[config.mk]
export PLATFORM = sky130hd
export DESIGN_NAME = spline_blob_field_parser_top
export DESIGN_NICKNAME = d
export VERILOG_FILES = /design/src/hdl/sbfp_pkg.sv /design/src/hdl/sbfp_core.sv /design/src/hdl/sbfp_fifo.sv /design/src/hdl/spline_blob_field_parser_top.sv
export SDC_FILE = /design/constraint.sdc
export NUM_CORES = 2
export LEC_CHECK = 0
export ABC_AREA = 1
export BUFFER_PORTS_ARGS = -buffer_cell sky130_fd_sc_hd__buf_2
export CORE_ASPECT_RATIO = 1.75
export CORE_MARGIN = 5
export CORE_UTILIZATION = 29
export DETAILED_ROUTE_END_ITERATION = 8
export PLACE_DENSITY = 0.44
export SETUP_SLACK_MARGIN = 0.1
export SYNTH_ARGS = -nofsm -noshare
export SYNTH_HDL_FRONTEND = slang
export SYNTH_SLANG_ARGS = --single-unit
[constraint.sdc]
create_clock -name clk -period 11.3 [get_ports clk]
set_input_delay 1.695 -clock clk [delete_from_list [all_inputs] [get_ports clk]]
set_output_delay 1.695 -clock clk [all_outputs]
set_load 0.01 [all_outputs]
[src/hdl/sbfp_pkg.sv]
// Shared types, codes and decode helpers for the spline blob field parser.
// No dependencies; every other file of the block imports this package.
package sbfp_pkg;

    // Parse phase; a record's kind carries the code of the phase that produced it.
    typedef enum logic [4:0] {
        PH_HEADER      = 5'd0,
        PH_PRE_SLOPE   = 5'd1,
        PH_POST_SLOPE  = 5'd2,
        PH_LOOP_START  = 5'd3,
        PH_LOOP_END    = 5'd4,
        PH_PRE_LOOPS   = 5'd5,
        PH_POST_LOOPS  = 5'd6,
        PH_LOOP_OFFSET = 5'd7,
        PH_KNOT_COUNT  = 5'd8,
        PH_FLAG        = 5'd9,
        PH_TIME        = 5'd10,
        PH_VALUE       = 5'd11,
        PH_PRE_VALUE   = 5'd12,
        PH_PRE_WIDTH   = 5'd13,
        PH_POST_WIDTH  = 5'd14,
        PH_PRE_TAN     = 5'd15,
        PH_POST_TAN    = 5'd16,
        PH_ALGO        = 5'd17,
        PH_DONE        = 5'd18
    } phase_t;

    localparam logic [4:0] KIND_END = 5'd18;

    typedef enum logic [1:0] {
        ST_OK    = 2'd0,
        ST_TRUNC = 2'd1,
        ST_COUNT = 2'd2
    } status_t;

    // value type tags on the record
    localparam logic [1:0] VT_DOUBLE = 2'd0;
    localparam logic [1:0] VT_FLOAT  = 2'd1;
    localparam logic [1:0] VT_HALF   = 2'd2;

    // type descriptor codes in the header (0 and 1 are both double)
    localparam logic [1:0] DESC_FLOAT = 2'd2;
    localparam logic [1:0] DESC_HALF  = 2'd3;

    localparam logic [2:0] EXTRAP_SLOPED = 3'd3;

    localparam int MAX_REC        = 3;
    localparam int REC_CNT_W      = $clog2(MAX_REC + 1);
    localparam int REC_FIFO_DEPTH = 8;

    // Packed header: the fields of the 16-bit header word, with its unused bits dropped.
    typedef struct packed {
        logic       loops;
        logic [2:0] post;
        logic [2:0] pre;
        logic       hermite;
        logic [1:0] desc;
        logic [3:0] version;
    } hdr_t;

    typedef struct packed {
        logic [4:0]  kind;
        logic [31:0] knot;
        logic [63:0] bits;
        logic [1:0]  vtype;
        logic [3:0]  version;
        logic        hermite;
        logic [2:0]  pre;
        logic [2:0]  post;
        logic        loops;
        status_t     status;
        logic        last;
    } rec_t;

    function automatic hdr_t decode_header(logic [7:0] h1, logic [7:0] h2);
        hdr_t h;
        h.version = h1[3:0];
        h.desc    = h1[5:4];
        h.hermite = h1[7];
        h.pre     = h2[2:0];
        h.post    = h2[5:3];
        h.loops   = h2[6];
        return h;
    endfunction

    function automatic logic [3:0] typed_bytes(logic [1:0] desc);
        logic [3:0] w;
        case (desc)
            DESC_FLOAT: w = 4'd4;
            DESC_HALF:  w = 4'd2;
            default:    w = 4'd8;
        endcase
        return w;
    endfunction

    function automatic logic [1:0] typed_tag(logic [1:0] desc);
        logic [1:0] t;
        case (desc)
            DESC_FLOAT: t = VT_FLOAT;
            DESC_HALF:  t = VT_HALF;
            default:    t = VT_DOUBLE;
        endcase
        return t;
    endfunction

    function automatic logic [3:0] phase_width(phase_t ph, logic [1:0] desc);
        logic [3:0] w;
        case (ph)
            PH_HEADER:                                       w = 4'd2;
            PH_PRE_LOOPS, PH_POST_LOOPS, PH_KNOT_COUNT:      w = 4'd4;
            PH_FLAG, PH_ALGO:                                w = 4'd1;
            PH_VALUE, PH_PRE_VALUE, PH_PRE_TAN, PH_POST_TAN: w = typed_bytes(desc);
            default:                                         w = 4'd8;
        endcase
        return w;
    endfunction

    // Smallest possible knot in bytes: flag, time, value, two slopes,
    // plus widths (non-hermite) and algorithm byte (version 2 and up).
    function automatic logic [5:0] min_knot_bytes(hdr_t h);
        logic [5:0] m;
        case (h.desc)
            DESC_FLOAT: m = 6'd21;
            DESC_HALF:  m = 6'd15;
            default:    m = 6'd33;
        endcase
        if (!h.hermite)
        begin
            m = m + 6'd16;
        end
        if (h.version > 4'd1)
        begin
            m = m + 6'd1;
        end
        return m;
    endfunction

endpackage

[src/hdl/sbfp_core.sv]
// Parser state and per-byte field decode for the spline blob field parser.
// Depends on sbfp_pkg. Emits up to MAX_REC records per byte.
module sbfp_core
(
    input  logic                                     clk,
    input  logic                                     rst_n,
    input  logic                                     item_valid,
    input  logic [7:0]                               data_byte,
    input  logic                                     blob_start,
    input  logic [31:0]                              blob_bytes,
    output sbfp_pkg::rec_t [sbfp_pkg::MAX_REC-1:0]   recs,
    output logic [sbfp_pkg::REC_CNT_W-1:0]           rec_cnt
);
    import sbfp_pkg::*;

    phase_t      phase_reg,  phase_next;
    logic [3:0]  fbc_reg,    fbc_next;
    logic [63:0] shift_reg,  shift_next;
    hdr_t        hdr_reg,    hdr_next;
    logic [31:0] ktot_reg,   ktot_next;
    logic [31:0] kcnt_reg,   kcnt_next;
    logic [31:0] remain_reg, remain_next;   // blob bytes still to come
    logic        dual_reg,   dual_next;

    function automatic phase_t after_preslope(hdr_t h);
        phase_t p;
        if (h.post == EXTRAP_SLOPED)
        begin
            p = PH_POST_SLOPE;
        end
        else if (h.loops)
        begin
            p = PH_LOOP_START;
        end
        else
        begin
            p = PH_KNOT_COUNT;
        end
        return p;
    endfunction

    function automatic phase_t after_preval(hdr_t h);
        return h.hermite ? PH_PRE_TAN : PH_PRE_WIDTH;
    endfunction

    function automatic rec_t make_rec(logic [4:0] kind, logic [31:0] knot,
                                      logic [63:0] bits, logic [1:0] vtype,
                                      status_t st);
        rec_t r;
        r         = '0;
        r.kind    = kind;
        r.knot    = knot;
        r.bits    = bits;
        r.vtype   = vtype;
        r.status  = st;
        r.last    = (kind == KIND_END);
        return r;
    endfunction

    always_comb
    begin
        phase_t                 cur_ph;
        logic [3:0]             cur_fbc;
        logic [63:0]            cur_sh;
        logic [63:0]            sh1;
        logic [3:0]             fbc1;
        logic [63:0]            v;
        logic [31:0]            ki;
        logic [1:0]             ty;
        logic [37:0]            need;
        logic [REC_CNT_W-1:0]   n;
        logic                   go;

        phase_next  = phase_reg;
        fbc_next    = fbc_reg;
        shift_next  = shift_reg;
        hdr_next    = hdr_reg;
        ktot_next   = ktot_reg;
        kcnt_next   = kcnt_reg;
        remain_next = remain_reg;
        dual_next   = dual_reg;
        recs        = '0;
        n           = '0;
        cur_ph      = phase_reg;
        cur_fbc     = fbc_reg;
        cur_sh      = shift_reg;
        sh1         = '0;
        fbc1        = '0;
        v           = '0;
        ki          = '0;
        ty          = VT_DOUBLE;
        need        = '0;
        go          = 1'b0;

        if (item_valid)
        begin
            if (blob_start)
            begin
                // restart: clear all parse state, take the new length
                cur_ph      = PH_HEADER;
                cur_fbc     = '0;
                cur_sh      = '0;
                phase_next  = PH_HEADER;
                hdr_next    = '0;
                ktot_next   = '0;
                kcnt_next   = '0;
                dual_next   = 1'b0;
                remain_next = blob_bytes;
                fbc_next    = '0;
                shift_next  = '0;
                if (blob_bytes == 32'd0)
                begin
                    // empty blob: truncated end, byte not consumed
                    recs[n]    = make_rec(KIND_END, 32'd0, 64'd0, VT_DOUBLE, ST_TRUNC);
                    n          = n + 1'b1;
                    phase_next = PH_DONE;
                end
                else
                begin
                    go = 1'b1;
                end
            end
            else if (phase_reg != PH_DONE && remain_reg != 32'd0)
            begin
                go = 1'b1;
            end
        end

        if (go)
        begin
            remain_next = remain_next - 32'd1;
            sh1  = cur_sh | ({56'd0, data_byte} << {cur_fbc[2:0], 3'b000});
            fbc1 = cur_fbc + 4'd1;
            if (fbc1 >= phase_width(cur_ph, hdr_next.desc))
            begin
                v          = sh1;
                shift_next = '0;
                fbc_next   = '0;
                if (cur_ph == PH_HEADER)
                begin
                    hdr_next = decode_header(v[7:0], v[15:8]);
                end
                ki = (cur_ph >= PH_FLAG) ? kcnt_next : 32'd0;
                ty = (cur_ph inside {PH_VALUE, PH_PRE_VALUE, PH_PRE_TAN, PH_POST_TAN})
                     ? typed_tag(hdr_next.desc) : VT_DOUBLE;
                recs[n] = make_rec(5'(cur_ph), ki, v, ty, ST_OK);
                n       = n + 1'b1;

                case (cur_ph)
                    PH_HEADER:
                    begin
                        phase_next = (hdr_next.pre == EXTRAP_SLOPED)
                                     ? PH_PRE_SLOPE : after_preslope(hdr_next);
                    end
                    PH_PRE_SLOPE:   phase_next = after_preslope(hdr_next);
                    PH_POST_SLOPE:  phase_next = hdr_next.loops ? PH_LOOP_START
                                                                : PH_KNOT_COUNT;
                    PH_LOOP_START:  phase_next = PH_LOOP_END;
                    PH_LOOP_END:    phase_next = PH_PRE_LOOPS;
                    PH_PRE_LOOPS:   phase_next = PH_POST_LOOPS;
                    PH_POST_LOOPS:  phase_next = PH_LOOP_OFFSET;
                    PH_LOOP_OFFSET: phase_next = PH_KNOT_COUNT;
                    PH_KNOT_COUNT:
                    begin
                        // count > remain / minb  <=>  count * minb > remain
                        ktot_next = v[31:0];
                        kcnt_next = '0;
                        need = {6'd0, v[31:0]} * {32'd0, min_knot_bytes(hdr_next)};
                        if (need > {6'd0, remain_next})
                        begin
                            recs[n]    = make_rec(KIND_END, 32'd0, 64'd0, VT_DOUBLE,
                                                  ST_COUNT);
                            n          = n + 1'b1;
                            phase_next = PH_DONE;
                        end
                        else if (v[31:0] == 32'd0)
                        begin
                            recs[n]    = make_rec(KIND_END, 32'd0, 64'd0, VT_DOUBLE,
                                                  ST_OK);
                            n          = n + 1'b1;
                            phase_next = PH_DONE;
                        end
                        else
                        begin
                            phase_next = PH_FLAG;
                        end
                    end
                    PH_FLAG:
                    begin
                        dual_next  = v[0];
                        phase_next = PH_TIME;
                    end
                    PH_TIME:        phase_next = PH_VALUE;
                    PH_VALUE:
                    begin
                        if (dual_next)
                        begin
                            phase_next = PH_PRE_VALUE;
                        end
                        else
                        begin
                            // single-valued knot: pre-value mirrors the value
                            recs[n]    = make_rec(5'(PH_PRE_VALUE), ki, v, ty, ST_OK);
                            n          = n + 1'b1;
                            phase_next = after_preval(hdr_next);
                        end
                    end
                    PH_PRE_VALUE:   phase_next = after_preval(hdr_next);
                    PH_PRE_WIDTH:   phase_next = PH_POST_WIDTH;
                    PH_POST_WIDTH:  phase_next = PH_PRE_TAN;
                    PH_PRE_TAN:     phase_next = PH_POST_TAN;
                    default:
                    begin
                        // post tangent (knot end up to version 1) or algorithm byte
                        if (cur_ph == PH_POST_TAN && hdr_next.version > 4'd1)
                        begin
                            phase_next = PH_ALGO;
                        end
                        else
                        begin
                            kcnt_next = kcnt_next + 32'd1;
                            if (kcnt_next == ktot_next)
                            begin
                                recs[n]    = make_rec(KIND_END, kcnt_next, 64'd0,
                                                      VT_DOUBLE, ST_OK);
                                n          = n + 1'b1;
                                phase_next = PH_DONE;
                            end
                            else
                            begin
                                phase_next = PH_FLAG;
                            end
                        end
                    end
                endcase
            end
            else
            begin
                shift_next = sh1;
                fbc_next   = fbc1;
            end

            if (phase_next != PH_DONE && remain_next == 32'd0)
            begin
                recs[n]    = make_rec(KIND_END, kcnt_next, 64'd0, VT_DOUBLE, ST_TRUNC);
                n          = n + 1'b1;
                phase_next = PH_DONE;
            end
        end

        // every record of a byte carries the header as it stands after that byte
        for (int i = 0; i < MAX_REC; i++)
        begin
            recs[i].version = hdr_next.version;
            recs[i].hermite = hdr_next.hermite;
            recs[i].pre     = hdr_next.pre;
            recs[i].post    = hdr_next.post;
            recs[i].loops   = hdr_next.loops;
        end
        rec_cnt = n;
    end

    always_ff @(posedge clk or negedge rst_n)
    begin
        if (!rst_n)
        begin
            phase_reg  <= PH_HEADER;
            fbc_reg    <= '0;
            shift_reg  <= '0;
            hdr_reg    <= '0;
            ktot_reg   <= '0;
            kcnt_reg   <= '0;
            remain_reg <= '0;
            dual_reg   <= 1'b0;
        end
        else
        begin
            phase_reg  <= phase_next;
            fbc_reg    <= fbc_next;
            shift_reg  <= shift_next;
            hdr_reg    <= hdr_next;
            ktot_reg   <= ktot_next;
            kcnt_reg   <= kcnt_next;
            remain_reg <= remain_next;
            dual_reg   <= dual_next;
        end
    end

endmodule

[src/hdl/sbfp_fifo.sv]
// Record queue: takes up to MAX_REC records per cycle, hands out one.
// Depends on sbfp_pkg.
module sbfp_fifo
#(
    parameter int DEPTH = sbfp_pkg::REC_FIFO_DEPTH
)
(
    input  logic                                     clk,
    input  logic                                     rst_n,
    input  sbfp_pkg::rec_t [sbfp_pkg::MAX_REC-1:0]   push_recs,
    input  logic [sbfp_pkg::REC_CNT_W-1:0]           push_cnt,
    input  logic                                     pop,
    output sbfp_pkg::rec_t                           head,
    output logic                                     not_empty,
    output logic [$clog2(DEPTH+1)-1:0]               fill
);
    import sbfp_pkg::*;

    localparam int AW = (DEPTH > 1) ? $clog2(DEPTH) : 1;
    localparam int CW = $clog2(DEPTH + 1);

    rec_t            mem [DEPTH];
    logic [AW-1:0]   wp_reg, wp_next;
    logic [AW-1:0]   rp_reg, rp_next;
    logic [CW-1:0]   fill_reg, fill_next;
    logic [AW-1:0]   waddr [MAX_REC];

    function automatic logic [AW-1:0] wrap(logic [AW:0] s);
        logic [AW:0] r;
        r = s;
        if (r >= (AW+1)'(DEPTH))
        begin
            r = r - (AW+1)'(DEPTH);
        end
        return r[AW-1:0];
    endfunction

    always_comb
    begin
        for (int i = 0; i < MAX_REC; i++)
        begin
            waddr[i] = wrap({1'b0, wp_reg} + (AW+1)'(i));
        end
        wp_next   = wrap({1'b0, wp_reg} + (AW+1)'(push_cnt));
        rp_next   = pop ? wrap({1'b0, rp_reg} + (AW+1)'(1)) : rp_reg;
        fill_next = fill_reg + CW'(push_cnt) - CW'(pop);
    end

    always_ff @(posedge clk)
    begin
        for (int i = 0; i < MAX_REC; i++)
        begin
            if (REC_CNT_W'(i) < push_cnt)
            begin
                mem[waddr[i]] <= push_recs[i];
            end
        end
    end

    always_ff @(posedge clk or negedge rst_n)
    begin
        if (!rst_n)
        begin
            wp_reg   <= '0;
            rp_reg   <= '0;
            fill_reg <= '0;
        end
        else
        begin
            wp_reg   <= wp_next;
            rp_reg   <= rp_next;
            fill_reg <= fill_next;
        end
    end

    assign head      = mem[rp_reg];
    assign not_empty = (fill_reg != '0);
    assign fill      = fill_reg;

endmodule

[src/hdl/spline_blob_field_parser_top.sv]
// Spline blob field parser, top level: input stage, parser core, record queue.
// Depends on sbfp_pkg, sbfp_core and sbfp_fifo.
//
// Use:
//   Input channel (in_valid/in_ready) carries one blob byte per word, with
//   blob_start marking the first byte of a blob and blob_bytes its length
//   (sampled with that first byte). Output channel (out_valid/out_ready)
//   carries one decoded record per word: header, slopes, loop fields, knot
//   count, knot fields and a closing end record with status and last set.
//   Throughput: one byte per cycle while in_ready is high. A byte produces
//   zero to three records; the queue absorbs bursts and in_ready only drops
//   when it could not take the records of the staged byte plus a new one.
//   Path: a byte that completes a record is registered in the input stage,
//   decoded by the parser core and written into the queue, which offers it.
//   Stall: with out_ready low records wait in the queue (REC_DEPTH words),
//   and in_ready falls once fewer than three free slots stay guaranteed.
//   Reset: parser idles waiting for a blob start, queue and stage empty;
//   bytes that arrive with no blob open are taken and dropped.
//   Trailing bytes after a blob's end record are also taken and dropped.
module spline_blob_field_parser_top
#(
    parameter int REC_DEPTH = sbfp_pkg::REC_FIFO_DEPTH
)
(
    input  logic         clk,
    input  logic         rst_n,
    input  logic         in_valid,
    output logic         in_ready,
    input  logic [7:0]   data_byte,
    input  logic         blob_start,
    input  logic [31:0]  blob_bytes,
    output logic         out_valid,
    input  logic         out_ready,
    output logic [4:0]   record_kind,
    output logic [31:0]  knot_index,
    output logic [63:0]  value_bits,
    output logic [1:0]   value_type,
    output logic [3:0]   format_version,
    output logic         hermite_curve,
    output logic [2:0]   pre_extrap_mode,
    output logic [2:0]   post_extrap_mode,
    output logic         loops_present,
    output logic [1:0]   status,
    output logic         last
);
    import sbfp_pkg::*;

    localparam int CW = $clog2(REC_DEPTH + 1);

    // input stage
    logic         stage_valid_reg;
    logic [7:0]   stage_byte_reg;
    logic         stage_start_reg;
    logic [31:0]  stage_len_reg;

    rec_t [MAX_REC-1:0]    core_recs;
    logic [REC_CNT_W-1:0]  core_cnt;
    rec_t                  head;
    logic                  q_not_empty;
    logic [CW-1:0]         q_fill;
    logic [CW:0]           committed;

    // slots spoken for: queued words plus worst case of the staged byte
    assign committed = {1'b0, q_fill} + (stage_valid_reg ? (CW+1)'(MAX_REC) : '0);
    assign in_ready  = (committed <= (CW+1)'(REC_DEPTH - MAX_REC));

    always_ff @(posedge clk or negedge rst_n)
    begin
        if (!rst_n)
        begin
            stage_valid_reg <= 1'b0;
        end
        else
        begin
            stage_valid_reg <= in_valid && in_ready;
        end
    end

    always_ff @(posedge clk)
    begin
        if (in_valid && in_ready)
        begin
            stage_byte_reg  <= data_byte;
            stage_start_reg <= blob_start;
            stage_len_reg   <= blob_bytes;
        end
    end

    sbfp_core u_core
    (
        .clk        (clk),
        .rst_n      (rst_n),
        .item_valid (stage_valid_reg),
        .data_byte  (stage_byte_reg),
        .blob_start (stage_start_reg),
        .blob_bytes (stage_len_reg),
        .recs       (core_recs),
        .rec_cnt    (core_cnt)
    );

    sbfp_fifo #(.DEPTH(REC_DEPTH)) u_fifo
    (
        .clk       (clk),
        .rst_n     (rst_n),
        .push_recs (core_recs),
        .push_cnt  (core_cnt),
        .pop       (out_valid && out_ready),
        .head      (head),
        .not_empty (q_not_empty),
        .fill      (q_fill)
    );

    assign out_valid        = q_not_empty;
    assign record_kind      = head.kind;
    assign knot_index       = head.knot;
    assign value_bits       = head.bits;
    assign value_type       = head.vtype;
    assign format_version   = head.version;
    assign hermite_curve    = head.hermite;
    assign pre_extrap_mode  = head.pre;
    assign post_extrap_mode = head.post;
    assign loops_present    = head.loops;
    assign status           = head.status;
    assign last             = head.last;

    // error status only ever closes a blob
    a_status_last: assert property (@(posedge clk) disable iff (!rst_n)
        out_valid && status != ST_OK |-> last)
        else $error("nonzero status on a non-final record");

    a_last_kind: assert property (@(posedge clk) disable iff (!rst_n)
        out_valid && last |-> record_kind == KIND_END)
        else $error("last flag on a record that is not an end record");

    a_no_overflow: assert property (@(posedge clk) disable iff (!rst_n)
        q_fill <= CW'(REC_DEPTH))
        else $error("record queue overflow");

    a_stage_load: assert property (@(posedge clk) disable iff (!rst_n)
        in_valid && in_ready |=> stage_valid_reg)
        else $error("accepted byte did not reach the input stage");

endmodule

==> out/qor.yml <==
status: "finished, final reports clean"
hold_path_depth: 2
synth-seq-cells: 1180
die_h_um: 700
synth.distinct_cells: 58
clkPwrFrac_pct: 15.8
insertion_delay_ns: 0.83
grt_pass1_wl_mm: 528
cp_top_family: "simple AND/OR/NAND/NOR gates"
cts_tree: "done"
io_buffer_count: 164
switching_share_pct: 53.3
critPathMaxStageDelay_ns: 0.51
first_iter_violations: 6719
wirelength_mm: 367
maxCapViolations: 0
htree_levels: 4
netlist_area_um2: 78900
num-fill-cells: 28800
arrival_ns: 11.11
endpoint_kind: "flop"
ir_worst_vdd_uv: 469
viasPerCell: 5.30
final_common_cell: "nand2_1"
r2r_cells: 53
finalMaxSlewViolations: 0
startpoint_type: "flop"
netSwitchingPower_uw: 15800
numCtsBuffers: 139
tns_ns: 0
grt_max_degree: 216
required_ns: 11.81
ys_seq_area_share_pct: 43.7
clk_pin_slew_ns: 0.06
final_net_count: 11000
p_leak_uw: 0.0407
ys_warn_count: 0
rsz0062_at_grt: "true"
rrSetupSlack_ns: 0.70
ioPinCount: 165
fmax_ghz: 0.0944
hold_start: "u_core.shift_reg[37]"
cpMostUsedCell: "nand2_1"
power_density_nw_per_um2: 328
cts_sinks: 1180
path_class: "reg2reg"
crit_path_max_fanout: 21
tightest_slew_ns: 1.38
slew_headroom_pct: 8.31
largest_reg_flops: 944
grt.overflow.total: 0
synth_area_per_cell_um2: 7.31
syn_nets: 11100
power.internal_uw: 13800
start_util_pct: 29.1
hold_viol: 0
hold_end: "u_core.shift_reg[37]"
p_comb_share_pct: 64.8
dp.final_hpwl_mm: 242
r2r-end: "u_fifo.mem[2][74]"
synthCells: 10800
r2r-start: "stage_start_reg"
drive_gt1_share_pct: 8.40
regArea_um2: 34500
hp-class: "reg2reg"
antenna_found_initial: 9
clock_path_buffers: 4
grt_pass1_vias: 75000
pwr-share-seq_pct: 19.4
utilization_pct: 33.2
cp.depth: 53
final_cell_mix: "3316 x nand2_1, 1913 x nor2_1, 995 x o21ai_0"
cts_root_buf: "clkbuf_16"
multiInputGateArea_um2: 39000
track_usage_pct: 25.0
ant_nets: 0
layout_min_cycle_time_ns: 10.60
die-area_um2: 283000
gp_congestion: 0.946
vias: 76400
cp_slowest_cell: "fa_1"
die_x_um: 404
min_period_over_period_pct: 93.8
core_um2: 271000
finClkSkew_ns: 0.0643
syn_to_final_growth_pct: 14.2
std_cell_rows: 253
path_buf_inv: 11
finalSetupViolCount: 0
drt-pass1-iter-count: 7
route.detailed.drc: 0
drt-wirelength-per-cell_um: 25.5
[per-stage QoR]
step | total power, uW | setup WS [ns] | hold slack, ns | std cells | cell area [um2]
2_1_floorplan | 17800 | 0.393 | 0.478 | 10800 | 78900
3_3_place_gp | 24800 | 0.342 | 0.506 | 14200 | 85500
3_5_place_dp | 24800 | 0.378 | 0.502 | 14200 | 85500
4_1_cts | 29700 | 0.322 | 0.517 | 14400 | 89900
5_1_grt | 31900 | 0.0603 | 0.564 | 14400 | 90100
6_report | 29500 | 0.704 | 0.535 | 14400 | 90100
[layout make-up]
cell class / instances / area share (%)
tap: 3570 / 4.96
clock inverter: 65 / 0.793
sequential: 1180 / 38.2
antenna: 3 / 0.00833
clock buffer: 171 / 4.10
timing repair buffer: 545 / 5.64
multi-input combinational: 8178 / 43.3
inverter: 702 / 2.97
[cell usage after synthesis, drive strengths merged]
cell,number,share of area [%]
mux2i,4,0.051
nor3b,4,0.038
o31ai,43,0.41
and3b,1,0.011
nand3b,10,0.095
nor2,1952,9.4
dfrtp,195,6.2
o2111ai,1,0.011
inv,685,3.3
o21bai,6,0.057
nor3,53,0.39
o211ai,13,0.12
a22oi,8,0.076
clkbuf,447,2.1
o221ai,2,0.022
nor4,24,0.19
or2,30,0.24
nand4,345,2.7
a21oi,93,0.59
nor4b,1,0.011
o21ai,1338,8.5
edfxtp,985,37
a31oi,131,1.0
xnor3,1,0.029
buf,287,1.9
clkinv,17,0.081
o22ai,120,0.95
ha,107,1.7
o21a,5,0.048
fa,124,3.1
nand3,354,2.3
o32ai,1,0.011
nand2,3324,16
xor2,51,0.58
a21boi,2,0.019
xnor2,24,0.27
and2,1,0.0079
a21o,3,0.029
[per-layer routing]
| metal | routed length (um) | global-route usage (%) | vias up |
|---|---|---|---|
| met5 | 18 | 0 | - |
| met4 | 21900 | 12.9 | 2 |
| met3 | 19800 | 2.85 | 863 |
| met2 | 186000 | 45.3 | 2899 |
| met1 | 139000 | 29.0 | 37200 |
| li1 | - | - | 35500 |
[cells by family (layout without fill, tap and decap cells)]
| group | count (synthesis) | count (layout) | share of synthesized area [%] |
|---|---|---|---|
| simple gates | 6099 | 6101 | 31.3 |
| buf+inv | 1436 | 1483 | 7.38 |
| xor+xnor | 76 | 76 | 0.871 |
| mux | 4 | 4 | 0.0507 |
| fa+ha+maj | 231 | 231 | 4.84 |
| compound gates | 1766 | 1766 | 11.9 |
| flops | 1180 | 1180 | 43.7 |
| other cells | 0 | 3 | 0 |
[worst max-delay path by stage]
stage	startpoint	end
global placement	stage_start_reg	u_fifo.mem[2][97]
global route	stage_start_reg	u_fifo.mem[0][32]
detailed placement	stage_start_reg	u_fifo.mem[7][28]
CTS	stage_start_reg	u_fifo.mem[7][44]
floorplan	stage_valid_reg	u_fifo.mem[2][0]
finish	stage_start_reg	u_fifo.mem[2][74]
[worst min-delay path, stage by stage, from the launching register on]
cell and delay (ns):
dfrtp_1 0.36, nand2_1 0.07, o21ai_0 0.06
[repair_timing]
action	4_1_cts	5_1_grt
endpoints found under the setup margin	0	1786
hold buffers	0	0
setup buffers	0	4
resized for setup	0	29
[power by group through the flow]
stage | combinational [uW] | clock, uW | sequential [uW]
6_report | 19100 | 4660 | 5730
5_1_grt | 21200 | 4900 | 5770
4_1_cts | 19200 | 4770 | 5720
3_5_place_dp | 19000 | 0 | 5810
3_3_place_gp | 19000 | 0 | 5810
2_1_floorplan | 12100 | 0 | 5660
Note: power is estimated with default switching activity, not from simulation.
